**src/rtl/core/binary_min_heap_queue_top_macros.svh**
```systemverilog
// Assertion macros shared by the heap queue RTL.
// Each macro expects clk, and BMHQ_ASSERT also rst_n, to be visible where it is used.
`ifndef BINARY_MIN_HEAP_QUEUE_TOP_MACROS_SVH
`define BINARY_MIN_HEAP_QUEUE_TOP_MACROS_SVH

// Checked only outside reset.
`define BMHQ_ASSERT(name, prop, msg) \
    name: assert property (@(posedge clk) disable iff (!rst_n) (prop)) else $error(msg);

// Checked on every edge, reset included.
`define BMHQ_ASSERT_ALWAYS(name, prop, msg) \
    name: assert property (@(posedge clk) (prop)) else $error(msg);

`endif

```
**src/rtl/core/bmhq_pkg.sv**
```systemverilog
package bmhq_pkg;

    localparam int KEY_W        = 31;
    localparam int DATA_W       = 32;
    localparam int STATUS_W     = 2;
    localparam int OCC_W        = 11;
    localparam int CAPACITY_DEF = 1024;

    localparam logic REQ_INSERT = 1'b0;
    localparam logic REQ_REMOVE = 1'b1;

    localparam logic [STATUS_W-1:0] ST_OK    = 2'd0;
    localparam logic [STATUS_W-1:0] ST_EMPTY = 2'd1;
    localparam logic [STATUS_W-1:0] ST_FULL  = 2'd2;

    typedef struct packed {
        logic [KEY_W-1:0]  key;
        logic [DATA_W-1:0] data;
    } entry_t;

    typedef struct packed {
        logic [KEY_W-1:0]    key;
        logic [DATA_W-1:0]   data;
        logic [STATUS_W-1:0] status;
        logic [OCC_W-1:0]    occupancy;
    } res_t;

endpackage

```
**src/rtl/core/bmhq_if.sv**
```systemverilog


interface bmhq_rsp_if;
    import bmhq_pkg::*;

    logic                     valid;
    logic                     ready;
    logic [KEY_W-1:0]         out_key;
    logic signed [DATA_W-1:0] out_data;
    logic [STATUS_W-1:0]      status;
    logic [OCC_W-1:0]         occupancy;

    modport source (output valid, output out_key, output out_data, output status,
                    output occupancy, input ready);
    modport sink   (input valid, input out_key, input out_data, input status,
                    input occupancy, output ready);
endinterface

```
**src/rtl/core/bmhq_out_stage.sv**
```systemverilog
module bmhq_out_stage (
    input  logic           clk,
    input  logic           rst_n,
    input  bmhq_pkg::res_t res,
    input  logic           res_valid,
    output logic           res_ready,
    bmhq_rsp_if.source     rsp
);
    import bmhq_pkg::*;

    logic valid_reg, valid_next;
    res_t data_reg;

    assign res_ready     = !valid_reg || rsp.ready;
    assign rsp.valid     = valid_reg;
    assign rsp.out_key   = data_reg.key;
    assign rsp.out_data  = data_reg.data;
    assign rsp.status    = data_reg.status;
    assign rsp.occupancy = data_reg.occupancy;

    always_comb
    begin
        valid_next = valid_reg;
        if (res_valid && res_ready)
        begin
            valid_next = 1'b1;
        end
        else if (rsp.ready)
        begin
            valid_next = 1'b0;
        end
    end

    always_ff @(posedge clk or negedge rst_n)
    begin
        if (!rst_n)
        begin
            valid_reg <= 1'b0;
        end
        else
        begin
            valid_reg <= valid_next;
        end
    end

    always_ff @(posedge clk)
    begin
        if (res_valid && res_ready)
        begin
            data_reg <= res;
        end
    end

endmodule

```
**src/flat_wrapper.sv**
```systemverilog
// flat-port wrapper written by rule: the top's interface ports become plain ports
module bmhq_out_stage_flat import bmhq_pkg::*;
  (clk, rst_n, res, res_valid, res_ready, rsp_valid, rsp_out_key, rsp_out_data, rsp_status, rsp_occupancy, rsp_ready);
  bmhq_rsp_if rsp_i ();
  input  logic clk;
  input  logic rst_n;
  input  bmhq_pkg::res_t res;
  input  logic res_valid;
  output logic res_ready;
  output wire logic [$bits(rsp_i.valid)-1:0] rsp_valid;
  output wire logic [$bits(rsp_i.out_key)-1:0] rsp_out_key;
  output wire logic [$bits(rsp_i.out_data)-1:0] rsp_out_data;
  output wire logic [$bits(rsp_i.status)-1:0] rsp_status;
  output wire logic [$bits(rsp_i.occupancy)-1:0] rsp_occupancy;
  input wire logic [$bits(rsp_i.ready)-1:0] rsp_ready;
  assign rsp_valid = rsp_i.valid;
  assign rsp_out_key = rsp_i.out_key;
  assign rsp_out_data = rsp_i.out_data;
  assign rsp_status = rsp_i.status;
  assign rsp_occupancy = rsp_i.occupancy;
  assign rsp_i.ready = rsp_ready;
  bmhq_out_stage u_core (.clk(clk), .rst_n(rst_n), .res(res), .res_valid(res_valid), .res_ready(res_ready), .rsp(rsp_i));
endmodule
```
**config.mk**
```make
export PLATFORM = sky130hd
export DESIGN_NAME = bmhq_out_stage_flat
export DESIGN_NICKNAME = d
export VERILOG_FILES = /design/src/rtl/core/binary_min_heap_queue_top_macros.svh /design/src/rtl/core/bmhq_pkg.sv /design/src/rtl/core/bmhq_if.sv /design/src/rtl/core/bmhq_out_stage.sv /design/src/flat_wrapper.sv
export SDC_FILE = /design/constraint.sdc
export NUM_CORES = 1
export LEC_CHECK = 0
export BUFFER_PORTS_ARGS = -buffer_cell sky130_fd_sc_hd__buf_2
export CAP_MARGIN = 20
export CORE_ASPECT_RATIO = 1.5
export CORE_MARGIN = 8
export CORE_UTILIZATION = 37
export CTS_CLUSTER_DIAMETER = 100
export DETAILED_ROUTE_END_ITERATION = 10
export PLACE_DENSITY = 0.75
export SYNTH_ARGS = -nofsm -noshare
export SYNTH_HDL_FRONTEND = slang
export SYNTH_SLANG_ARGS = --single-unit
```
**constraint.sdc**
```tcl
create_clock -name clk -period 1.5 [get_ports clk]
set_input_delay 0.075 -clock clk [delete_from_list [all_inputs] [get_ports clk]]
set_output_delay 0.075 -clock clk [all_outputs]
set_load 0.1 [all_outputs]
```
Word level (Yosys, flattened, before mapping)
Index checks and enable logic that the tools add are counted.

word-level totals
  flip-flop bits (word level) = 77
  bits of input ports = 80
  output and inout port bits = 78
  logic and storage cells = 11

operators by class
  multiplexer cells = 2
  reductions and logical operators = 4

operators with widths
  kind                 number
  $mux W1              2
  $reduce_bool A2 Y1   1
  $logic_and A1 B1 Y1  1
  $logic_not A1 Y1     1
  $logic_or A1 B1 Y1   1

Logic depth before layout (Yosys ltp)
Gate-level depths: netlist (run 1).

  depth after elaboration = 4
  depth in mapped cells = 2
  gate-level depth less buffers = 2

Worst setup path before layout (run 1)
OpenSTA, ideal clock, no wires.

  path kind = register to register
  start point = register u_core.valid_reg (netlist: u_core.rsp.valid)
  end point = register u_core.data_reg, in the netlist u_core.rsp.occupancy[0], enable pin
  library setup time = 0.381 ns
  arrival = 1.903 ns
  data required time = 1.119 ns
  setup slack = -0.784 ns
  cell stages (with the launch flop) = 3
  path buffers = 0
  period minus slack after synthesis = 2.284 ns
  cell sequence = dfrtp_1 > nand2b_4 > and2_4

between the ends
  cells in the longest elaborated chain, start to end = 3

ends and longest elaborated chain
  item                    line                  RTL
  from (decl)             bmhq_out_stage.sv:11  logic valid_reg, valid_next;
  from (signal assigned)  bmhq_out_stage.sv:42  valid_reg <= valid_next;
  $logic_not A1 Y1        bmhq_out_stage.sv:14  assign res_ready = !valid_reg || rsp.ready;
  $logic_or A1 B1 Y1      bmhq_out_stage.sv:14
  via res_ready           flat_wrapper.sv:9     output logic res_ready;
  $logic_and A1 B1 Y1     bmhq_out_stage.sv:48  if (res_valid && res_ready)
  to (signal assigned)    bmhq_out_stage.sv:50  data_reg <= res;
  to (decl)               bmhq_out_stage.sv:12  res_t data_reg;

The timed path passes the listed nets, and every way through them passes these cells.
A chain may end at the register's enable or synchronous reset.

Final worst setup path (run 1)
  start point = register u_core.valid_reg (netlist: u_core.rsp.valid)
  end point = output res_ready

between the ends
  cells in the longest elaborated chain, start to end = 2

ends and longest elaborated chain
  item                line
  $logic_not A1 Y1    bmhq_out_stage.sv:14
  $logic_or A1 B1 Y1  bmhq_out_stage.sv:14
  to (decl)           flat_wrapper.sv:9

No other way between the ends.

==> results of run 1 <==
==> power by group through the flow <==
stage	Clock [mW]	Combinational, mW	Sequential (mW)
after detailed placement	0	1.13	2.58
after global routing	1.89	1.33	2.54
after CTS	1.82	1.29	2.53
final	1.77	1.29	2.54
after global placement	0	1.11	2.57
after floorplan	0	0.0585	3.40
==> worst max path at each step <==
stage	cells after the start	to	slack, ns
after floorplan	2	u_core.rsp.occupancy[0]	-0.52
after global placement	3	u_core.rsp.occupancy[8]	0.25
after detailed placement	3	u_core.rsp.out_key[12]	0.22
after CTS	2	res_ready	0.06
after global routing	2	res_ready	0.04
final	2	res_ready	0.09
==> per-stage QoR <==
stage | cell area [um2] | hold slack (ns) | TNS (ns) | util, % | setup slack [ns]
2_1_floorplan | 2340 | -0.221 | -39.16 | - | -0.515
3_3_place_gp | 3260 | -0.149 | 0 | 53.1 | 0.249
3_5_place_dp | 3260 | -0.147 | 0 | 53.1 | 0.215
4_1_cts | 4280 | 0.0145 | 0 | 69.8 | 0.0606
5_1_grt | 4280 | 0.0228 | 0 | 69.8 | 0.0381
6_report | 4280 | 0.0437 | 0 | 69.8 | 0.0887
==> cells by family (layout without fill, tap and decap cells) <==
| group | count (synthesis) | in the layout |
|---|---|---|
| flops | 77 | 77 |
| buf+inv | 0 | 253 |
| simple gates | 3 | 3 |
==> metal layers <==
metal  wire length [um]  global-route usage, %  vias up
li1                   -                      -      819
met5                  0                      0        -
met2               4280                   30.3       77
met1               2060                   12.4      823
met3                611                   6.90        8
met4                122                   7.19        0
==> synth_stat cells <==
| master | number | share of area [%] |
|---|---|---|
| sky130_fd_sc_hd__nand2b_4 | 1 | 0.59 |
| sky130_fd_sc_hd__edfxtp_1 | 76 | 98 |
| sky130_fd_sc_hd__dfrtp_1 | 1 | 1.1 |
| sky130_fd_sc_hd__nand2b_1 | 1 | 0.27 |
| sky130_fd_sc_hd__and2_4 | 1 | 0.38 |
==> critical path, cell delays in order (launching register included) <==
cell	delay, ns
sky130_fd_sc_hd__dfrtp_4	0.49
sky130_fd_sc_hd__nand2b_4	0.08
sky130_fd_sc_hd__buf_2	0.43
==> area by class of cell <==
class / instances / area (um2) / share of cell area (%)
multi-input cells: 3 / 28.8 / 0.673
clock inverters: 5 / 100 / 2.34
clock buffers: 10 / 128 / 2.98
well taps: 74 / 92.6 / 2.17
flip-flops and latches: 77 / 2310 / 54.0
repair buffers: 238 / 1620 / 37.8
==> cell usage in the layout, fill, tap and decap left out <==
| master | instances |
|---|---|
| sky130_fd_sc_hd__edfxtp_1 | 76 |
| sky130_fd_sc_hd__dlygate4sd3_1 | 79 |
| sky130_fd_sc_hd__nand2b_4 | 1 |
| sky130_fd_sc_hd__clkinv_2 | 2 |
| sky130_fd_sc_hd__bufinv_16 | 3 |
| sky130_fd_sc_hd__clkbuf_1 | 1 |
| sky130_fd_sc_hd__buf_2 | 157 |
| sky130_fd_sc_hd__clkbuf_8 | 9 |
| sky130_fd_sc_hd__dfrtp_4 | 1 |
| sky130_fd_sc_hd__buf_12 | 2 |
| sky130_fd_sc_hd__nand2b_1 | 1 |
| sky130_fd_sc_hd__and2_4 | 1 |
==> implementation parameters, run 1 <==
Parameter                              Value

STA
  Max-Slew Margin vs Limit    about two thirds
  Worst slew pin tran    ~0.51 ns
  Fmax achieved    709 MHz
  Final Max Slew Viols    0
  Total setup violations reported at the end of the flow    0
  Post-route clock skew    0.00594 ns
  RSZ-0062 raised after global routing    false
  Minimum clock period after layout    ~1.4 ns
  Fraction of the cycle the final worst path needs    between 90% and 100%
  Fin. Hold Viols    0

Hold path
  Hold Path Class    in -> async

Job
  # Max-Cap Violations    0

Die
  Top Ports    158
  Starting utilization of the core area    between 30% and 40%
  Die width    between 80 and 90 um
  Die footprint    approximately 9200 um2
  Placement Rows    35
  Floorplan core area    approximately 6000 um2
  Die Ht    113 um

Critical path
  Maximum fanout along the worst path    3
  Worst Reg2Reg Path Length in Cells    3
  Worst setup path startpoint    u_core.rsp.valid
  CP arrival    approximately 1.3 ns
  Critical Path End Type    output port
  Kind of start point of the critical path    flip-flop
  Required time worst endpoint    about 1.4 ns
  R2r setup slk    0.20 ns
  Reg-to-Reg Start    u_core.rsp.valid
  Critical path type    reg -> out
  Worst R2R End    u_core.rsp.valid

Clock network
  Number of CTS-inserted buffers    9
  Buffer type at the clock tree root    sky130_fd_sc_hd__clkbuf_8
  Post-CTS Hold Buffers    79
  CTS clock-pin slew for the worst setup and hold paths    around 0.070 ns
  Clk_lat worst skew    roughly 0.34 ns
  TritonCTS Sinks    77
  Number of buffers inserted to repair setup after CTS    0
  Number of levels in the clock H-tree    3
  CTS tree    yes
  PostCTS Resize Cnt    0
  Bufs on Longest Clock Path    2

Logic synthesis
  XOR/XNOR Fraction of Synth Area    0%
  Area fraction in and, or, nand and nor cells after synthesis    around 1.2%
  Synth cell types    5
  Combinational family with the most area after synthesis    simple AND/OR/NAND/NOR gates
  Net count after synthesis    between 150 and 200
  Flops & latches, synth    77
  Syn_area_per_cell    approximately 29 um2
  Fraction of the yosys area taken by sequential cells    between 90% and 100%
  Post-synth design cell area    2340 um2
  Post-Synth Adder-Cell Area    0%
  Synthesized netlist cell count    80
  Share of the synthesized area in compound gates (AO/OA/AOI/OAI)    0%
  Mux share of post-synthesis cell area    0%
  Count of yosys warnings during synthesis    0

Cells and area
  Filler Cell Count    about 440
  Non-Filler Instances    407
  ANT cells    0
  Fraction of layout instances using a drive strength above 1    52.9%
  Max reg flops    32
  Layout Area Growth over Synthesis    83.1%
  Final net count    slightly above 400

Route
  First-pass DRT Iterations    4
  Detailed-route DRC error count    0
  Violation count after the first detailed-route iteration    roughly 120
  Vias per cell    ~4.2
  Number of nets with antenna violations after routing    0
  Routed length per instance    roughly 17 um
  Detailed-route wire length    just over 7000 um
  Total vias in the final route    between 1500 and 2000

Placed design
  Total instance count after detailed placement    between 300 and 400
  Quantity of I/O buffers inserted on ports    between 150 and 200
  Detailed Place HPWL    4720 um
  Weighted congestion at the end of routability-driven global placement    0.711

GRT
  Largest net degree at the start of global routing    41
  Initial antenna violation count    0
  Number of global-route vias before repair    roughly 2100
  Wire length of the first global-routing pass    approximately 11000 um
  Total GRT Usage    between 15 and 20%
  Overflow left after global routing    0

Power
  Total power of the final layout    between 5 and 6 mW
  Switching share of power    30.4%
  Power share of the clock group    31.6%
  Net switching power    approximately 1.7 mW
  Ratio of total power to cell area    1310 nW/um2
  Sequential group share of total power    between 40% and 50%
  Power share of the combinational group    between 20% and 30%
  Maximum vdd drop    roughly 0.00082 V
  Standby leakage power    1.83 nW
  Design internal power    around 3.9 mW

Run status
  Result of the run    completed
(Power assumes the default switching activity.)
==> run 2, diff against run 1 <==
clock period = 1.1 ns   (was 1.5 ns; I/O delays follow)
==> run 2 against run 1 <==
The flow now finishes with violations (setup timing). Critical path type is now reg -> reg. Non-clock buffer count grew 4. Routed wire length is 36% higher. Highest routed layer unchanged. Utilization grew 19 points.
==> implementation parameters, run 2 (synthesis gave the netlist of run 1 again) <==
Parameter                              Value

Clock network
  Number of buffers inserted to repair setup after CTS    0 (unchanged)
  Clk_lat worst skew    0.33 ns (about the same)
  Number of CTS-inserted buffers    9 (unchanged)
  CTS clock-pin slew for the worst setup and hold paths    0.08 ns (about the same)
  Buffer type at the clock tree root    sky130_fd_sc_hd__clkbuf_8
  TritonCTS Sinks    77 (unchanged)
  PostCTS Resize Cnt    0 (unchanged)
  Number of levels in the clock H-tree    3 (unchanged)
  CTS tree    yes
  Bufs on Longest Clock Path    2 (unchanged)

Hold path
  Hold Path Class    in -> async

STA
  Max-Slew Margin vs Limit    88.4% (+22 points)
  Final WS setup    -0.182 ns (-0.270 ns)
  Post-route clock skew    0.0102 ns (+0.00423 ns)
  Fmax achieved    a little under 800 MHz
  Worst slew pin tran    0.175 ns (-0.335 ns)
  Fin. Hold Viols    0 (unchanged)
  RSZ-0062 raised after global routing    true
  Smallest hold slack    0.0116 ns (-0.0321 ns)
  Final Max Slew Viols    0 (unchanged)
  Minimum clock period after layout    1.28 ns
  Total setup violations reported at the end of the flow    78 (+78)
  Fraction of the cycle the final worst path needs    117%

Route
  Routed length per instance    23.3 um (+34%)
  Vias per cell    4.41 (+3.8%)
  Detailed-route DRC error count    0 (unchanged)
  First-pass DRT Iterations    4 (unchanged)
  Detailed-route wire length    9600 um (+36%)
  Violation count after the first detailed-route iteration    85 (-30%)
  Total vias in the final route    1815 (+5.1%)
  Number of nets with antenna violations after routing    0 (unchanged)

Power
  Maximum vdd drop    0.00147 V (+80%)
  Total power of the final layout    7.84 mW (+40%)
  Standby leakage power    2.26 nW (+23%)
  Ratio of total power to cell area    1440 nW/um2 (+10%)

Die
  Starting utilization of the core area    38.1% (unchanged)
  Top Ports    158 (unchanged)
  Die Ht    113 um (unchanged)
  Die footprint    9160 um2 (unchanged)
  Floorplan core area    6130 um2 (unchanged)
  Placement Rows    35 (unchanged)
  Die width    80.9 um (unchanged)

Cells and area
  Multi-input combinational cell area    28.8 um2 (unchanged)
  Layout Area Growth over Synthesis    133%
  Filler Cell Count    259 (-42%)
  Max reg flops    32 (unchanged)
  Most common cell after layout, fill and taps aside    sky130_fd_sc_hd__buf_12
  Non-Filler Instances    412 (+1.2%)
  Top library cells by usage in the layout, fill and taps aside    sky130_fd_sc_hd__buf_12 (81), sky130_fd_sc_hd__buf_2 (79), sky130_fd_sc_hd__dlygate4sd3_1 (78)
  Fraction of layout instances using a drive strength above 1    53.4% (+0.56 points)
  Final net count    413 (+0.98%)
  Final core utilization    88.8% (+19 points)
  Sequential cell area    2310 um2 (unchanged)

Placed design
  Total instance count after detailed placement    318 (+1.6%)
  Weighted congestion at the end of routability-driven global placement    0.738 (+3.8%)
  Quantity of I/O buffers inserted on ports    157 (unchanged)
  Post-Place Setup Slack    -0.156 ns (-0.371 ns)

GRT
  Initial antenna violation count    1 (+1)
  Total GRT Usage    21.3% (+5.6 points)
  Overflow left after global routing    0 (unchanged)
  Wire length of the first global-routing pass    13500 um (+29%)
  Number of global-route vias before repair    2150 (+4.2%)
  Largest net degree at the start of global routing    24 (-41%)

Critical path
  CP arrival    1.32 ns (-0.02 ns)
  Kind of start point of the critical path    flip-flop
  Critical path type    reg -> reg
  Required time worst endpoint    1.14 ns (-0.28 ns)
  Maximum fanout along the worst path    22 (+19)
  Critical Path End Type    flip-flop

Run status
  Violated checks    setup timing
  Result of the run    finished, violations left

Job
  # Max-Cap Violations    0 (unchanged)
==> run 2: cell count changes in the layout (fill, tap and decap cells not counted), sizes merged <==
cell | previous run | this run
clkbuf | 10 | 9
buf | 159 | 164
bufinv | 3 | 1
clkinv | 2 | 4
dlygate4sd3 | 79 | 78
diode | 0 | 1
clkinvlp | 0 | 1
==> run 2: area by class of cell <==
class                   count  share of cell area (%)
repair buffers            242                    52.0
well taps                  74                    1.70
multi-input cells           3                   0.529
diodes                      1                  0.0460
flip-flops and latches     77                    42.5
clock buffers               9                    2.28
clock inverters             6                    1.01
==> run 2: per-layer routing <==
layer,GRT usage [%],share of wire [%],vias to the layer above
met5,0,0,-
met4,9.46,2.3,0
met3,6.75,6.2,10
met2,42.9,62,83
met1,16.9,29,894
li1,-,-,828
==> run 2: power breakdown <==
part           total [mW]  leakage (nW)  switching [mW]  internal [mW]
clock network        1.99        0.0900           0.974           1.01
logic                2.29          1.43            1.40          0.891
registers            3.56         0.734           0.137           3.43
total                7.84          2.26            2.51           5.33
==> run 2: metrics by stage <==
| stage | cell area, um2 | TNS [ns] |
|---|---|---|
| 3_5_place_dp | 4480 | -11.29 |
| 6_report | 5440 | -13.09 |
| 4_1_cts | 5440 | -12.00 |
| 2_1_floorplan | 2340 | -69.60 |
| 5_1_grt | 5440 | -15.93 |
| 3_3_place_gp | 4480 | -9.60 |
==> run 2: final timing paths <==
| path | from | slack, ns | cells after the start | to |
|---|---|---|---|---|
| setup / recovery | u_core.rsp.valid | -0.18 | 3 | u_core.rsp.out_data[26] |
| hold / removal | rst_n | 0.01 | 2 | u_core.rsp.valid |
| setup reg to reg | u_core.rsp.valid | -0.18 | 3 | u_core.rsp.out_data[26] |
| hold reg to reg | u_core.rsp.valid | 0.73 | 3 | u_core.rsp.valid |
| max in group asynchronous | rst_n | 0.99 | 2 | u_core.rsp.valid |
| min in group clk | rsp_ready | 0.12 | 4 | u_core.rsp.valid |
==> run 2: what timing repair did <==
| item | 4_1_cts | 5_1_grt |
|---|---|---|
| endpoints found under the hold margin | 78 | 0 |
| setup endpoints to repair | 78 | 78 |
| pin swaps | 0 | 0 |
| hold buffers | 78 | 0 |
==> run 2: critical path: stages (launching register included) <==
cell                       delay, ns
sky130_fd_sc_hd__dfrtp_4        0.50
sky130_fd_sc_hd__nand2b_4       0.08
sky130_fd_sc_hd__and2_4         0.21
sky130_fd_sc_hd__buf_12         0.18
