===== config.mk =====
export PLATFORM = sky130hd
export DESIGN_NAME = bmhq_ctrl_flat
export DESIGN_NICKNAME = d
export VERILOG_FILES = /design/src/rtl/core/bmhq_pkg.sv /design/src/rtl/core/bmhq_if.sv /design/src/rtl/core/bmhq_ctrl.sv /design/src/flat_wrapper.sv
export VERILOG_INCLUDE_DIRS = /design/src /design/src/rtl/core
export SDC_FILE = /design/constraint.sdc
export NUM_CORES = 1
export LEC_CHECK = 0
export ABC_AREA = 0
export BUFFER_PORTS_ARGS = -buffer_cell sky130_fd_sc_hd__buf_2
export CORE_MARGIN = 2
export CORE_UTILIZATION = 50
export CTS_BUF_LIST = sky130_fd_sc_hd__clkbuf_8
export DETAILED_ROUTE_END_ITERATION = 16
export GPL_TIMING_DRIVEN = 1
export PLACE_DENSITY = 0.75
export SLEW_MARGIN = 10
export SYNTH_ARGS = -nofsm -noshare
export SYNTH_HDL_FRONTEND = slang
export SYNTH_SLANG_ARGS = --single-unit

===== constraint.sdc =====
create_clock -name clk -period 7.3 [get_ports clk]
set_input_delay 0.73 -clock clk [delete_from_list [all_inputs] [get_ports clk]]
set_output_delay 0.73 -clock clk [all_outputs]
set_load 0.005 [all_outputs]

===== src/rtl/core/binary_min_heap_queue_top_macros.svh =====
// Assertion macros shared by the heap queue RTL.
// Each macro expects clk, and BMHQ_ASSERT also rst_n, to be visible where it is used.
`ifndef BINARY_MIN_HEAP_QUEUE_TOP_MACROS_SVH
`define BINARY_MIN_HEAP_QUEUE_TOP_MACROS_SVH

// Checked only outside reset.
`define BMHQ_ASSERT(name, prop, msg) \
    name: assert property (@(posedge clk) disable iff (!rst_n) (prop)) else $error(msg);

// Checked on every edge, reset included.
`define BMHQ_ASSERT_ALWAYS(name, prop, msg) \
    name: assert property (@(posedge clk) (prop)) else $error(msg);

`endif


===== src/rtl/core/bmhq_pkg.sv =====
package bmhq_pkg;

    localparam int KEY_W        = 31;
    localparam int DATA_W       = 32;
    localparam int STATUS_W     = 2;
    localparam int OCC_W        = 11;
    localparam int CAPACITY_DEF = 1024;

    localparam logic REQ_INSERT = 1'b0;
    localparam logic REQ_REMOVE = 1'b1;

    localparam logic [STATUS_W-1:0] ST_OK    = 2'd0;
    localparam logic [STATUS_W-1:0] ST_EMPTY = 2'd1;
    localparam logic [STATUS_W-1:0] ST_FULL  = 2'd2;

    typedef struct packed {
        logic [KEY_W-1:0]  key;
        logic [DATA_W-1:0] data;
    } entry_t;

    typedef struct packed {
        logic [KEY_W-1:0]    key;
        logic [DATA_W-1:0]   data;
        logic [STATUS_W-1:0] status;
        logic [OCC_W-1:0]    occupancy;
    } res_t;

endpackage


===== src/rtl/core/bmhq_if.sv =====
interface bmhq_req_if;
    import bmhq_pkg::*;

    logic                     valid;
    logic                     ready;
    logic                     req_type;
    logic [KEY_W-1:0]         in_key;
    logic signed [DATA_W-1:0] in_data;

    modport source (output valid, output req_type, output in_key, output in_data,
                    input ready);
    modport sink   (input valid, input req_type, input in_key, input in_data,
                    output ready);
endinterface



===== src/rtl/core/bmhq_ctrl.sv =====
`include "binary_min_heap_queue_top_macros.svh"

module bmhq_ctrl #(
    parameter int CAPACITY = bmhq_pkg::CAPACITY_DEF
) (
    input  logic                          clk,
    input  logic                          rst_n,
    bmhq_req_if.sink                      req,
    output bmhq_pkg::res_t                res,
    output logic                          res_valid,
    input  logic                          res_ready,
    output logic                          mem_re,
    output logic [$clog2(CAPACITY)-1:0]   mem_raddr,
    input  bmhq_pkg::entry_t              mem_rdata,
    output logic                          mem_we,
    output logic [$clog2(CAPACITY)-1:0]   mem_waddr,
    output bmhq_pkg::entry_t              mem_wdata
);
    import bmhq_pkg::*;

    localparam int IDX_W  = $clog2(CAPACITY + 1);
    localparam int ADDR_W = $clog2(CAPACITY);

    localparam logic [2:0] S_IDLE    = 3'd0;
    localparam logic [2:0] S_UP_CMP  = 3'd1;
    localparam logic [2:0] S_DN_ROOT = 3'd2;
    localparam logic [2:0] S_DN_LAST = 3'd3;
    localparam logic [2:0] S_DN_L    = 3'd4;
    localparam logic [2:0] S_DN_R    = 3'd5;
    localparam logic [2:0] S_WFIN    = 3'd6;
    localparam logic [2:0] S_EMIT    = 3'd7;

    logic [2:0]          state_reg, state_next;
    logic [IDX_W-1:0]    count_reg, count_next;
    logic [IDX_W-1:0]    idx_reg, idx_next;
    entry_t              mov_reg, mov_next;
    entry_t              left_reg, left_next;
    logic [KEY_W-1:0]    res_key_reg, res_key_next;
    logic [DATA_W-1:0]   res_data_reg, res_data_next;
    logic [STATUS_W-1:0] res_status_reg, res_status_next;

    logic [IDX_W-1:0]    ins_idx;
    logic [IDX_W-1:0]    parent_idx;
    logic [IDX_W:0]      lc_wide;
    logic [IDX_W-1:0]    lc_idx;
    logic [IDX_W-1:0]    rc_idx;
    logic                pick_right;
    entry_t              cand;
    logic [IDX_W-1:0]    cand_idx;
    logic [IDX_W:0]      gc_wide;
    logic                gc_ok;

    // Heap positions run from 1; the memory is addressed from 0.
    function automatic logic [ADDR_W-1:0] idx_to_addr(input logic [IDX_W-1:0] idx);
        logic [IDX_W-1:0] d;
        d = idx - IDX_W'(1);
        return d[ADDR_W-1:0];
    endfunction

    assign req.ready = (state_reg == S_IDLE);
    assign res_valid = (state_reg == S_EMIT);

    assign res.key       = res_key_reg;
    assign res.data      = res_data_reg;
    assign res.status    = res_status_reg;
    assign res.occupancy = OCC_W'(count_reg);

    assign ins_idx    = count_reg + IDX_W'(1);
    assign parent_idx = idx_reg >> 1;
    assign lc_wide    = {idx_reg, 1'b0};
    assign lc_idx     = lc_wide[IDX_W-1:0];
    assign rc_idx     = lc_idx + IDX_W'(1);
    assign pick_right = (state_reg == S_DN_R) && (mem_rdata.key < left_reg.key);
    assign cand       = (state_reg == S_DN_R && !pick_right) ? left_reg : mem_rdata;
    assign cand_idx   = pick_right ? rc_idx : lc_idx;
    assign gc_wide    = {cand_idx, 1'b0};
    assign gc_ok      = (gc_wide <= {1'b0, count_reg});

    always_comb
    begin
        state_next      = state_reg;
        count_next      = count_reg;
        idx_next        = idx_reg;
        mov_next        = mov_reg;
        left_next       = left_reg;
        res_key_next    = res_key_reg;
        res_data_next   = res_data_reg;
        res_status_next = res_status_reg;
        mem_re          = 1'b0;
        mem_raddr       = '0;
        mem_we          = 1'b0;
        mem_waddr       = idx_to_addr(idx_reg);
        mem_wdata       = mov_reg;

        unique case (state_reg)
            S_IDLE:
            begin
                if (req.valid)
                begin
                    res_key_next  = '0;
                    res_data_next = '0;
                    if (req.req_type == REQ_INSERT)
                    begin
                        if (count_reg == IDX_W'(CAPACITY))
                        begin
                            res_status_next = ST_FULL;
                            state_next      = S_EMIT;
                        end
                        else
                        begin
                            res_status_next = ST_OK;
                            count_next      = ins_idx;
                            idx_next        = ins_idx;
                            mov_next.key    = req.in_key;
                            mov_next.data   = req.in_data;
                            if (count_reg == '0)
                            begin
                                state_next = S_WFIN;
                            end
                            else
                            begin
                                mem_re     = 1'b1;
                                mem_raddr  = idx_to_addr(ins_idx >> 1);
                                state_next = S_UP_CMP;
                            end
                        end
                    end
                    else
                    begin
                        if (count_reg == '0)
                        begin
                            res_status_next = ST_EMPTY;
                            state_next      = S_EMIT;
                        end
                        else
                        begin
                            res_status_next = ST_OK;
                            count_next      = count_reg - IDX_W'(1);
                            mem_re          = 1'b1;
                            mem_raddr       = '0;
                            state_next      = S_DN_ROOT;
                        end
                    end
                end
            end

            S_UP_CMP:
            begin
                // The parent of idx_reg is on the read port.
                if (mem_rdata.key > mov_reg.key)
                begin
                    mem_we    = 1'b1;
                    mem_wdata = mem_rdata;
                    idx_next  = parent_idx;
                    if (parent_idx > IDX_W'(1))
                    begin
                        mem_re    = 1'b1;
                        mem_raddr = idx_to_addr(parent_idx >> 1);
                    end
                    else
                    begin
                        state_next = S_WFIN;
                    end
                end
                else
                begin
                    state_next = S_WFIN;
                end
            end

            S_DN_ROOT:
            begin
                res_key_next  = mem_rdata.key;
                res_data_next = mem_rdata.data;
                // The last entry sits at position count + 1, address count.
                mem_re        = 1'b1;
                mem_raddr     = count_reg[ADDR_W-1:0];
                state_next    = S_DN_LAST;
            end

            S_DN_LAST:
            begin
                mov_next = mem_rdata;
                idx_next = IDX_W'(1);
                if (count_reg == '0)
                begin
                    state_next = S_EMIT;
                end
                else if (count_reg >= IDX_W'(2))
                begin
                    mem_re     = 1'b1;
                    mem_raddr  = ADDR_W'(1);
                    state_next = S_DN_L;
                end
                else
                begin
                    state_next = S_WFIN;
                end
            end

            S_DN_L, S_DN_R:
            begin
                if (state_reg == S_DN_L && lc_wide < {1'b0, count_reg})
                begin
                    // A right child exists: fetch it before deciding.
                    left_next  = mem_rdata;
                    mem_re     = 1'b1;
                    mem_raddr  = lc_idx[ADDR_W-1:0];
                    state_next = S_DN_R;
                end
                else if (mov_reg.key > cand.key)
                begin
                    mem_we    = 1'b1;
                    mem_wdata = cand;
                    idx_next  = cand_idx;
                    if (gc_ok)
                    begin
                        mem_re     = 1'b1;
                        mem_raddr  = idx_to_addr(gc_wide[IDX_W-1:0]);
                        state_next = S_DN_L;
                    end
                    else
                    begin
                        state_next = S_WFIN;
                    end
                end
                else
                begin
                    state_next = S_WFIN;
                end
            end

            S_WFIN:
            begin
                mem_we     = 1'b1;
                state_next = S_EMIT;
            end

            S_EMIT:
            begin
                if (res_ready)
                begin
                    state_next = S_IDLE;
                end
            end

            default:
            begin
                state_next = S_IDLE;
            end
        endcase
    end

    always_ff @(posedge clk or negedge rst_n)
    begin
        if (!rst_n)
        begin
            state_reg <= S_IDLE;
            count_reg <= '0;
        end
        else
        begin
            state_reg <= state_next;
            count_reg <= count_next;
        end
    end

    always_ff @(posedge clk)
    begin
        idx_reg        <= idx_next;
        mov_reg        <= mov_next;
        left_reg       <= left_next;
        res_key_reg    <= res_key_next;
        res_data_reg   <= res_data_next;
        res_status_reg <= res_status_next;
    end

    `BMHQ_ASSERT_ALWAYS(a_count_bound, count_reg <= IDX_W'(CAPACITY), "entry count above capacity")
    `BMHQ_ASSERT(a_no_rw_clash, (mem_re && mem_we) |-> (mem_raddr != mem_waddr), "read and write hit one entry")
    `BMHQ_ASSERT(a_sift_idx, (state_reg == S_UP_CMP || state_reg == S_DN_L || state_reg == S_DN_R) |-> (idx_reg != '0 && idx_reg <= count_reg), "sift position outside heap")
    `BMHQ_ASSERT(a_full_flag, (state_reg == S_EMIT && res_status_reg == ST_FULL) |-> (count_reg == IDX_W'(CAPACITY)), "full status on a heap with room")
    `BMHQ_ASSERT(a_quiet_write, mem_we |-> (state_reg != S_IDLE && state_reg != S_EMIT), "memory write outside a sift")

endmodule


===== src/flat_wrapper.sv =====
// flat-port wrapper written by rule: the top's interface ports become plain ports
module bmhq_ctrl_flat import bmhq_pkg::*;
#(
    parameter int CAPACITY = bmhq_pkg::CAPACITY_DEF
)
  (clk, rst_n, res, res_valid, res_ready, mem_re, mem_raddr, mem_rdata, mem_we, mem_waddr, mem_wdata, req_valid, req_req_type, req_in_key, req_in_data, req_ready);
  bmhq_req_if req_i ();
  input  logic clk;
  input  logic rst_n;
  output bmhq_pkg::res_t res;
  output logic res_valid;
  input  logic res_ready;
  output logic mem_re;
  output logic [$clog2(CAPACITY)-1:0] mem_raddr;
  input  bmhq_pkg::entry_t mem_rdata;
  output logic mem_we;
  output logic [$clog2(CAPACITY)-1:0] mem_waddr;
  output bmhq_pkg::entry_t mem_wdata;
  input wire logic [$bits(req_i.valid)-1:0] req_valid;
  input wire logic [$bits(req_i.req_type)-1:0] req_req_type;
  input wire logic [$bits(req_i.in_key)-1:0] req_in_key;
  input wire logic [$bits(req_i.in_data)-1:0] req_in_data;
  output wire logic [$bits(req_i.ready)-1:0] req_ready;
  assign req_i.valid = req_valid;
  assign req_i.req_type = req_req_type;
  assign req_i.in_key = req_in_key;
  assign req_i.in_data = req_in_data;
  assign req_ready = req_i.ready;
  bmhq_ctrl #(.CAPACITY(CAPACITY)) u_core (.clk(clk), .rst_n(rst_n), .req(req_i), .res(res), .res_valid(res_valid), .res_ready(res_ready), .mem_re(mem_re), .mem_raddr(mem_raddr), .mem_rdata(mem_rdata), .mem_we(mem_we), .mem_waddr(mem_waddr), .mem_wdata(mem_wdata));
endmodule

# Word level (Yosys, flattened, before mapping)
# Index checks and enable logic that the tools add are counted.
dict set report classes {
  order_cmp 7
  muxes 68
  n_reduce_logical 17
  n_eq_ne 18
  add_sub_neg 7
}
# op n
set op_table {}
lappend op_table {{63-bit two-way mux} 7}
lappend op_table {{63-bit case mux with 2 select lines} 2}
lappend op_table {{10-bit two-way mux} 10}
lappend op_table {{11-bit two-way mux} 9}
lappend op_table {{32-bit case mux with 2 select lines} 1}
lappend op_table {{31-bit greater-than comparator} 2}
lappend op_table {{31-bit case mux with 2 select lines} 1}
lappend op_table {{10-bit case mux with 5 select lines} 1}
lappend op_table {{11-bit case mux with 4 select lines} 1}
lappend op_table {{32-bit two-way mux} 1}
lappend op_table {{31-bit < comparator} 1}
lappend op_table {{31-bit two-way mux} 1}
lappend op_table {{3-bit two-way mux} 10}
lappend op_table {{10-bit by 1-bit subtractor with 10-bit output (second input constant)} 3}
lappend op_table {{11-bit by 1-bit adder with 11-bit output (second input constant)} 2}
lappend op_table {{3-bit case mux with 7 select lines} 1}
lappend op_table {{1-bit two-way mux} 16}
lappend op_table {{3-bit equality test (second input constant)} 4}
lappend op_table {{12-bit by 11-bit <= comparator with 1-bit output} 1}
lappend op_table {{12-bit by 11-bit < comparator with 1-bit output} 1}
lappend op_table {{2-bit inequality test (second input constant)} 6}
lappend op_table {{11-bit equality test (second input constant)} 1}
lappend op_table {{11-bit by 2-bit >= comparator with 1-bit output (second input constant)} 1}
lappend op_table {{11-bit zero test} 1}
lappend op_table {{20 further kinds} 33}
dict set report totals {
  reg_bits 216
  in_bits 131
  output_inout_bits 163
}

# Depth between registers and ports, before layout
# Gate-level depths: netlist of run 1.
dict set report logic_depth {
  ltp_word 9
  depth_mapped 23
  depth_no_buf 19
}

# Worst setup path after synthesis of run 1
# Ideal clock, no wire load.
dict set report synth_path {
  path_kind {register -> register}
  start {reg u_core.count_reg[0]}
  end {reg u_core.mov_reg[0] in the netlist's numbering (enable)}
  setup_time_ps 571
  stages_incl_launch_ff 8
  required_time_ps 6729
  path_slack_ps 969
  arrival_ps 5760
  cell_sequence {dfrtp_1 -> clkbuf_1 -> inv_1 -> ha_1 -> nand2_1 -> or2_2 -> nor2_1 -> o21ai_0}
}
dict set report synth_between {
  elab_chain_cells 3
}
# item line
set synth_lines {}
lappend synth_lines {{from (decl)} bmhq_ctrl.sv:34} ;# logic [IDX_W-1:0] count_reg, count_next;
lappend synth_lines {{from (signal assigned)} bmhq_ctrl.sv:264} ;# count_reg <= count_next;
lappend synth_lines {{11-bit equality test} bmhq_ctrl.sv:104} ;# if (count_reg == IDX_W'(CAPACITY))
lappend synth_lines {{2-bit inequality test (no source line)} n/a}
lappend synth_lines {{4-bit AND reduction (no source line)} n/a}
lappend synth_lines {{to (signal assigned)} bmhq_ctrl.sv:271} ;# mov_reg <= mov_next;
lappend synth_lines {{to (decl)} bmhq_ctrl.sv:36} ;# entry_t mov_reg, mov_next;
# Every way passes these cells.
# A chain may end at the register's enable or synchronous reset.

==> results_dict.tcl, run 1 <==
set metrics [dict create \
    numCtsBuffers 39 \
    setup_viol_count_final 0 \
    period_needed_ns 6.829 \
    cp_max_fo 39 \
    avgSynthCellArea_sq_um 10.81 \
    crit_chain "inv_1 > ha_1 > a2111oi_2 > nor4_1 > or4_4 > a31oi_1 > a21boi_4 > buf_4 > a21oi_1 > ha_1 > nand4_1 > nor3_1 > a211oi_1 > a21oi_1 > nand3_1 > nor2_1 > a22o_2 > buf_4 > a221o_1 > buf_2" \
    grt_antenna_before_repair 2 \
    grt_max_degree 90 \
    rows 60 \
    drv_cap 0 \
    finalPower_mw 5.114 \
    grt_pass1_wl_um 62850 \
    setup_tns_ns 0 \
    clk_pin_slew_ns 0.06 \
    cp.arrival_ns 6.10 \
    postCtsHoldBufs 0 \
    clockRootBuffer "clkbuf_8" \
    syn-num-nets 1527 \
    cp_slowest_cell "a22o_2" \
    ys_ff_latch 216 \
    grt_usage 0.2791 \
    cts_buffer_depth 3 \
    first_global_vias 11201 \
    nets 1790 \
    worst_pin_slew_ns 1.095 \
    postCtsSetupBuffers 0 \
    viasPerCell 6.170 \
    pwr_density_cell_nw_per_um2 316.5 \
    skew_ns 0.01834 \
    async_reset_ff_frac 0.06481 \
    reg2reg_slack_ns 2.02 \
    drc 0 \
    grt_overflow 0 \
    leakage_nw 7.013 \
    yosys_warnings 0 \
    clk_latency_ns 0.54 \
    hold_path.class "input port to async pin" \
    die_w_um 170.1 \
    cp.required_ns 6.57 \
    cts_sinks 216 \
    slew_violations 0 \
    drtPass1Iterations 5 \
    nFillCells 2314 \
    cp.buffers_inverters 4 \
    end_kind "output port" \
    cts_tree "yes" \
    synth_cell_types 61 \
    syn_area_sq_um 13800 \
    rsz0062_at_grt "no" \
    post-route-period-util 0.9355 \
    criticalPathCategory "flip-flop to output port" \
    post_cts_resized 0 \
    ios 294 \
    status "complete, no violations" \
    dieArea_sq_um 28940 \
    synthToLayoutAreaGrowth_pct 17.11 \
    initial_utilization 0.5105 \
    ys_seq_area_frac 0.4651 \
    critical-path-max-stage-delay_ns 0.84 \
    wl_per_cell_um 21.77 \
    max-vdd-ir-drop_mv 0.1793 \
    dp_hpwl_um 28310 \
    via_count 11760 \
    h-tree-depth 2 \
    detail-route-antenna-nets 0 \
    synth_edf_count 202 \
    place.gp.congestion 0.9300 \
    die_h_um 170.1 \
    drt-initial-drc-count 1210 \
    core_area_sq_um 27030 \
    layout-drive-gt1-share 0.2828 \
    synthCells 1276 \
    max_freq_ghz 0.1464 \
    critPathTopFamily "compound AO/OA/AOI/OAI gates" \
    slew-limit-headroom 0.2684 \
    portBuffers 293 \
    routed_wl_um 41490 \
    start_kind "flip-flop" \
    ys.flop_type "edfxtp_1" \
    finalHoldViolCount 0 \
]
==> cells in the final DEF (no fill, tap or decap), types with 15 or more instances in the layout <==
cell	netlist	layout
inv_1	89	97
and3_1	131	131
a221o_1	63	63
ha_1	120	120
mux2_2	66	66
nor2_1	84	82
o21ai_0	37	36
nand3_1	24	24
nand4_1	25	25
edfxtp_1	202	202
a21oi_1	85	85
nor3_1	15	15
nand2_1	52	51
buf_2	4	293
clkbuf_8	0	42
xnor2_1	33	33
==> cells in the mapped netlist, types with 8 or more instances <==
master,number,share of area
a211oi_1,10,0.0054
nor4_1,10,0.0045
buf_6,12,0.0098
xnor2_1,33,0.021
o211ai_1,8,0.0044
o21ai_0,37,0.013
nor3_1,15,0.0054
xor2_1,11,0.0070
edfxtp_1,202,0.44
dfrtp_1,14,0.025
clkbuf_1,66,0.018
a21oi_1,85,0.031
nor2_1,84,0.023
a221o_1,63,0.046
a221oi_1,11,0.0070
inv_1,89,0.024
o22ai_1,10,0.0045
nand4_1,25,0.011
ha_1,120,0.11
nand3_1,24,0.0087
and3_1,131,0.059
mux2_2,66,0.054
nand2_1,52,0.014
a22oi_1,11,0.0060
==> per-stage QoR <==
step / cell area, sq um / utilization / instances / hold slack, ns / setup WS [ns]
floorplan: 13800 / - / 1276 / 0.4344 / 0.9692
global placement: 15440 / 0.5713 / 1839 / 0.6477 / 0.8162
detailed placement: 15440 / 0.5713 / 1839 / 0.6514 / 0.6024
CTS: 16150 / 0.5976 / 1904 / 0.07508 / 0.5052
global route: 16160 / 0.5978 / 1906 / 0.09572 / 0.05498
finish: 16160 / 0.5978 / 1906 / 0.08897 / 0.4706
==> power breakdown <==
part / switching (mW) / internal, mW / leakage (nW)
registers: 0.229 / 1.68 / 1.98
clock network: 0.522 / 0.567 / 0.400
logic: 1.22 / 0.891 / 4.63
total: 1.97 / 3.14 / 7.01
==> routing by layer <==
metal  track usage  up-vias  part of all wire  wire (um)
met3       0.04651       69             0.078       3240
met4       0.08770        0             0.023        946
met1        0.3789     5714              0.43      17830
met5             0        -                 0          0
li1              -     5413                 -          -
met2        0.4586      564              0.47      19470
==> logic make-up after synthesis <==
logic type	after synthesis	share of synthesized area
mux	69	0.05605
compound gates	274	0.1412
buf+inv	175	0.05505
xor+xnor	44	0.02793
simple gates	378	0.1458
fa+ha+maj	120	0.1088
flops	216	0.4651
==> final timing paths <==
path,startpoint,to,cells past startpoint
setup / recovery,u_core.left_reg[33],mem_wdata[44],20
hold / removal,rst_n,u_core.count_reg[6],1
setup reg to reg,u_core.left_reg[33],u_core.idx_reg[3],18
hold reg to reg,u_core.count_reg[10],u_core.count_reg[10],2
max in group asynchronous,rst_n,u_core.state_reg[1],1
min in group clk,mem_rdata[25],u_core.left_reg[25],1
==> cell type report <==
class / instances / area [sq um] / area share
flip-flops and latches: 216 / 6417 / 0.3972
multi-input cells: 885 / 6669 / 0.4128
inverters: 89 / 334.1 / 0.02068
clock buffers: 42 / 578.1 / 0.03578
clock inverters: 23 / 135.1 / 0.008364
well taps: 341 / 426.7 / 0.02641
repair buffers: 308 / 1592 / 0.09851
diodes: 2 / 5.005 / 0.0003098
==> worst register-to-register path: cells and delay by family, from the launching register on <==
family	cells	cell delay, ns
adder cells (fa/ha/maj)	2	0.55
AO/OA/AOI/OAI	6	1.10
flip-flops	1	0.40
buffers and inverters	4	1.20
AND/OR/NAND/NOR	6	1.77
No activity file was read; power rests on OpenSTA's default activity.
==> run 2: changes to the inputs <==
- BUFFER_PORTS_ARGS: -buffer_cell sky130_fd_sc_hd__buf_2 -> -buffer_cell sky130_fd_sc_hd__buf_4
==> run 2 against run 1 <==
Worst hold slack got worse by 0.037 ns. First-iteration DRC count increased by 4.9%. Flip-flop and latch count unchanged. Sequential power about the same. Count of clock-buffer cells in the layout decreased by 4. Final cell count decreased by 0.37%.
==> results_dict.tcl, run 2 (synthesized netlist as in run 1, its figures left out) <==
set metrics [dict create \
    status "complete, no violations" \
    postCtsSetupBuffers 0 \
    initial_utilization 0.5105 \
    rows 60 \
    cpMostUsedCell "nand4_1" \
    hold_ws_ns 0.05215 \
    cp_slowest_cell "nor2_4" \
    hold_path.class "input port to async pin" \
    highest_layer "met4" \
    end_kind "output port" \
    setup_tns_ns 0 \
    portBuffers 293 \
    die_w_um 170.1 \
    criticalPathCategory "flip-flop to output port" \
    layout_common_cells "buf_4, edfxtp_1, and3_1, ha_1, inv_1" \
    routed_wl_um 42440 \
    wl_met2_um 20180 \
    rsz0062_at_grt "no" \
    h-tree-depth 2 \
    max-vdd-ir-drop_mv 0.2006 \
    first_global_vias 11476 \
    viasPerCell 6.181 \
    crit_chain "inv_1 > ha_1 > a2111oi_2 > nor4_1 > or4_4 > a31oi_1 > a21boi_4 > buf_12 > a21oi_1 > ha_1 > nand4_1 > nor3_1 > o31ai_1 > nand4_1 > nand4_1 > nor2_4 > buf_12 > a221o_1 > buf_4" \
    skew_ns 0.01332 \
    insertedDiodeCount 0 \
    nets 1785 \
    leakage_nw 7.268 \
    drc 0 \
    clockRootBuffer "clkbuf_8" \
    drv_cap 0 \
    fin_util 0.6256 \
    wl_met3_um 3509 \
    dieArea_sq_um 28940 \
    dpl_worst_slack_ns 0.8479 \
    period_needed_ns 6.631 \
    worst_pin_slew_ns 1.078 \
    ios 294 \
    pwr_density_cell_nw_per_um2 316.1 \
    numCtsBuffers 36 \
    critPathTopFamily "simple AND/OR/NAND/NOR gates" \
    synthToLayoutAreaGrowth_pct 22.56 \
    placed_cell_area_sq_um 16180 \
    critical-path-max-stage-delay_ns 0.68 \
    cp_max_fo 63 \
    slew-limit-headroom 0.2815 \
    place.gp.congestion 0.9504 \
    layout_setup_ws_ns 0.6693 \
    post_cts_resized 0 \
    dp_hpwl_um 29500 \
    cp.buffers_inverters 4 \
    cts_sinks 216 \
    grt_overflow 0 \
    postCtsHoldBufs 0 \
    start_kind "flip-flop" \
    wl_per_cell_um 22.35 \
    clk_latency_ns 0.53 \
    grt_antenna_before_repair 0 \
    finalHoldViolCount 0 \
    cp.arrival_ns 5.90 \
    clk_pin_slew_ns 0.06 \
    drt-initial-drc-count 1269 \
    grt_pass1_wl_um 64450 \
    detail-route-antenna-nets 0 \
    cts_tree "yes" \
    cts_buffer_depth 3 \
    grt_usage 0.2861 \
    setup_viol_count_final 0 \
    via_count 11738 \
    core_area_sq_um 27030 \
    cp.required_ns 6.57 \
    max_freq_ghz 0.1508 \
    drtPass1Iterations 5 \
    final_common_cell "buf_4" \
    post-route-period-util 0.9083 \
    grt_max_degree 90 \
    die_h_um 170.1 \
    slew_violations 0 \
    wl_met1_um 17620 \
    final_area_sq_um 16910 \
    layout-drive-gt1-share 0.2766 \
    nFillCells 2278 \
]
==> run 2: cell types whose count changed in the layout (fill, tap and decap cells not counted), moves of 3 or more <==
cell / before / now
bufinv_16: 1 / 4
buf_4: 14 / 303
clkinv_1: 3 / 7
clkinv_2: 8 / 2
clkbuf_8: 42 / 38
buf_2: 293 / 0
==> run 2: final timing paths <==
check / start / endpoint / slack, ns / cells past startpoint
setup / recovery: u_core.left_reg[33] / mem_wdata[34] / 0.67 / 19
hold / removal: rst_n / u_core.count_reg[6] / 0.05 / 1
setup reg to reg: u_core.left_reg[33] / u_core.idx_reg[6] / 2.00 / 19
hold reg to reg: u_core.count_reg[10] / u_core.count_reg[10] / 0.68 / 2
max in group asynchronous: rst_n / u_core.state_reg[1] / 7.06 / 1
min in group clk: mem_rdata[26] / u_core.left_reg[26] / 0.41 / 1
==> run 2: area by class of cell <==
type	instances	area, sq um	area share
Sequential cell	216	6417	0.3796
Clock buffer	38	523.0	0.03093
Clock inverter	24	202.7	0.01199
Tap cell	341	426.7	0.02523
Inverter	89	334.1	0.01976
Multi-Input combinational cell	885	6669	0.3944
Timing Repair Buffer	306	2335	0.1381
==> run 2: stage by stage <==
step	std cells	power (mW)
floorplan	1276	3.235
global placement	1837	4.158
detailed placement	1837	4.223
CTS	1899	5.342
global route	1899	5.643
finish	1899	5.344
==> run 2: power by group <==
group	switching [mW]	total [mW]	internal, mW	leakage [nW]
clock network	0.493	1.12	0.623	0.406
registers	0.242	1.93	1.68	1.98
logic	1.24	2.30	1.06	4.88
==> run 2: layer usage <==
layer	vias up	GRT usage
met5	-	0
met4	0	0.08510
met3	94	0.04070
met2	587	0.4827
met1	5655	0.3840
li1	5402	-
==> run 2: worst register-to-register path, stage by stage (launching register included) <==
cell	delay [ns]
edfxtp_1	0.43
inv_1	0.11
ha_1	0.24
a2111oi_2	0.29
nor4_1	0.10
or4_4	0.56
a31oi_1	0.19
a21boi_4	0.21
buf_12	0.26
nor2_1	0.09
a21oi_1	0.14
ha_1	0.26
a21oi_1	0.15
o21ai_0	0.11
a221oi_1	0.45
nand4_1	0.23
nand4_1	0.23
buf_4	0.59
o21ai_0	0.18
buf_4	0.23
==> run 3: changes to the inputs <==
- REMOVE_ABC_BUFFERS: default -> 1
- clock period: 7.3 -> 8.3 ns (I/O delays scaled with it)
==> run 3 against run 2 <==
Final cell count grew 0.32%. Final area shrank 0.10%. Count of clock-buffer cells in the layout grew 5. First-iteration DRC count shrank 1.8%. Flip-flop and latch count is the same. Die area is the same. Power shrank 13%. Largest cell class unchanged. Largest power group unchanged.
==> results_dict.tcl, run 3 (synthesized netlist as in run 1, its figures left out) <==
set metrics [dict create \
    criticalPathCategory "input port to output port" \
    grt_overflow 0 \
    via_count 11708 \
    h-tree-depth 2 \
    period_needed_ns 7.478 \
    leakage_nw 7.269 \
    r2r_cells 19 \
    setup_viol_count_final 0 \
    status "complete, no violations" \
    place.gp.congestion 0.8839 \
    core_area_sq_um 27030 \
    p_sw_mw 1.746 \
    dpl_worst_slack_ns 0.8446 \
    final_common_cell "buf_4" \
    first_global_vias 11457 \
    cts_buffer_depth 3 \
    p_comb_frac 0.429 \
    dp_hpwl_um 29840 \
    layout_common_cells "buf_4, edfxtp_1, and3_1, ha_1, inv_1" \
    grt_max_degree 88 \
    p_seq_frac 0.363 \
    p_int_mw 2.920 \
    rows 60 \
    wl_per_cell_um 21.93 \
    viasPerCell 6.146 \
    detail-route-antenna-nets 0 \
    cp_max_fo 65 \
    die_h_um 170.1 \
    slew-limit-headroom 0.2987 \
    clk_latency_ns 0.55 \
    rsz0062_at_grt "no" \
    portBuffers 293 \
    ios 294 \
    fin_util 0.6250 \
    reg2reg_slack_ns 2.85 \
    nets 1786 \
    max-vdd-ir-drop_mv 0.2124 \
    drt-initial-drc-count 1246 \
    cts_tree "yes" \
    clk_pin_slew_ns 0.06 \
    routed_wl_um 41780 \
    start_kind "input port" \
    grt_pass1_wl_um 63960 \
    pwr_density_cell_nw_per_um2 276.3 \
    grt_usage 0.2818 \
    cp.required_ns 7.47 \
    grt_antenna_before_repair 1 \
    finalHoldViolCount 0 \
    hold_ws_ns 0.1306 \
    cp.arrival_ns 6.65 \
    worst_pin_slew_ns 1.052 \
    skew_ns 0.02010 \
    end_kind "output port" \
    switching_share 0.3743 \
    initial_utilization 0.5105 \
    layout_setup_ws_ns 0.8220 \
    rr_startpoint "u_core.left_reg[56]" \
    die_w_um 170.1 \
    postCtsSetupBuffers 0 \
    clockRootBuffer "clkbuf_8" \
    layout-drive-gt1-share 0.2790 \
    postCtsHoldBufs 0 \
    hold_path.class "input port to async pin" \
    timing.rr.end "u_core.idx_reg[6]" \
    nFillCells 2217 \
    numCtsBuffers 39 \
    max_freq_ghz 0.1337 \
    dieArea_sq_um 28940 \
    drc 0 \
    drtPass1Iterations 6 \
    post_cts_resized 0 \
    slew_violations 0 \
    cts_sinks 216 \
    synthToLayoutAreaGrowth_pct 22.43 \
    pwr-share-clk 0.209 \
    drv_cap 0 \
    post-route-period-util 0.9010 \
]
## run 3: final cells by class
type / instances / area (sq um) / share of cell area
Inverter: 89 / 334.1 / 0.01978
Clock buffer: 43 / 591.8 / 0.03504
Timing Repair Buffer: 304 / 2295 / 0.1359
Sequential cell: 216 / 6417 / 0.3800
Clock inverter: 26 / 153.9 / 0.009112
Tap cell: 341 / 426.7 / 0.02526
Antenna cell: 1 / 2.502 / 0.0001482
Multi-Input combinational cell: 885 / 6669 / 0.3948
## run 3: layer usage
metal / share of wire / vias up / routed length, um / global-route usage
met5: 0 / - / 0 / 0
met4: 0.025 / 0 / 1045 / 0.08547
met3: 0.084 / 69 / 3520 / 0.05302
met2: 0.47 / 576 / 19660 / 0.4673
met1: 0.42 / 5652 / 17550 / 0.3766
li1: - / 5411 / - / -
## run 3: stage by stage
stage | TNS, ns | instance area [sq um] | power [mW] | instances
after floorplan | -54.38 | 13370 | 2.777 | 1190
after global placement | 0 | 16140 | 3.645 | 1835
after detailed placement | 0 | 16140 | 3.699 | 1835
after CTS | 0 | 16890 | 4.671 | 1904
after global routing | 0 | 16890 | 4.935 | 1905
final | 0 | 16890 | 4.666 | 1905
## run 3: worst max-delay path by stage
stage / from / end / slack [ns]
6_report: mem_rdata[56] / mem_wdata[42] / 0.82
2_1_floorplan: mem_rdata[33] / mem_wdata[0] / -0.86
3_3_place_gp: mem_rdata[33] / mem_wdata[42] / 1.08
3_5_place_dp: mem_rdata[56] / mem_wdata[53] / 0.84
4_1_cts: u_core.left_reg[56] / mem_wdata[53] / 0.82
5_1_grt: u_core.left_reg[56] / mem_wdata[53] / 0.27
## run 3: critical path, stage by stage
cell,delay [ns]
buf_4,0.15
ha_1,0.31
a21oi_1,0.14
o21ai_0,0.10
a221oi_1,0.55
nor2_1,0.15
a31oi_1,0.18
a21boi_4,0.42
buf_4,0.50
a21oi_1,0.13
ha_1,0.32
nand4_1,0.20
nor3_1,0.29
a211oi_1,0.13
a21oi_1,0.26
nand4_1,0.12
buf_4,0.34
nor2_4,0.48
buf_4,0.54
a221o_1,0.26
buf_4,0.11
## run 3: power groups by stage
stage | clock network (mW) | registers (mW) | logic, mW
final | 0.973 | 1.69 | 2.00
after global placement | 0 | 1.70 | 1.94
after CTS | 0.987 | 1.68 | 2.00
after floorplan | 0 | 1.68 | 1.10
after detailed placement | 0 | 1.71 | 1.99
after global routing | 1.03 | 1.71 | 2.19
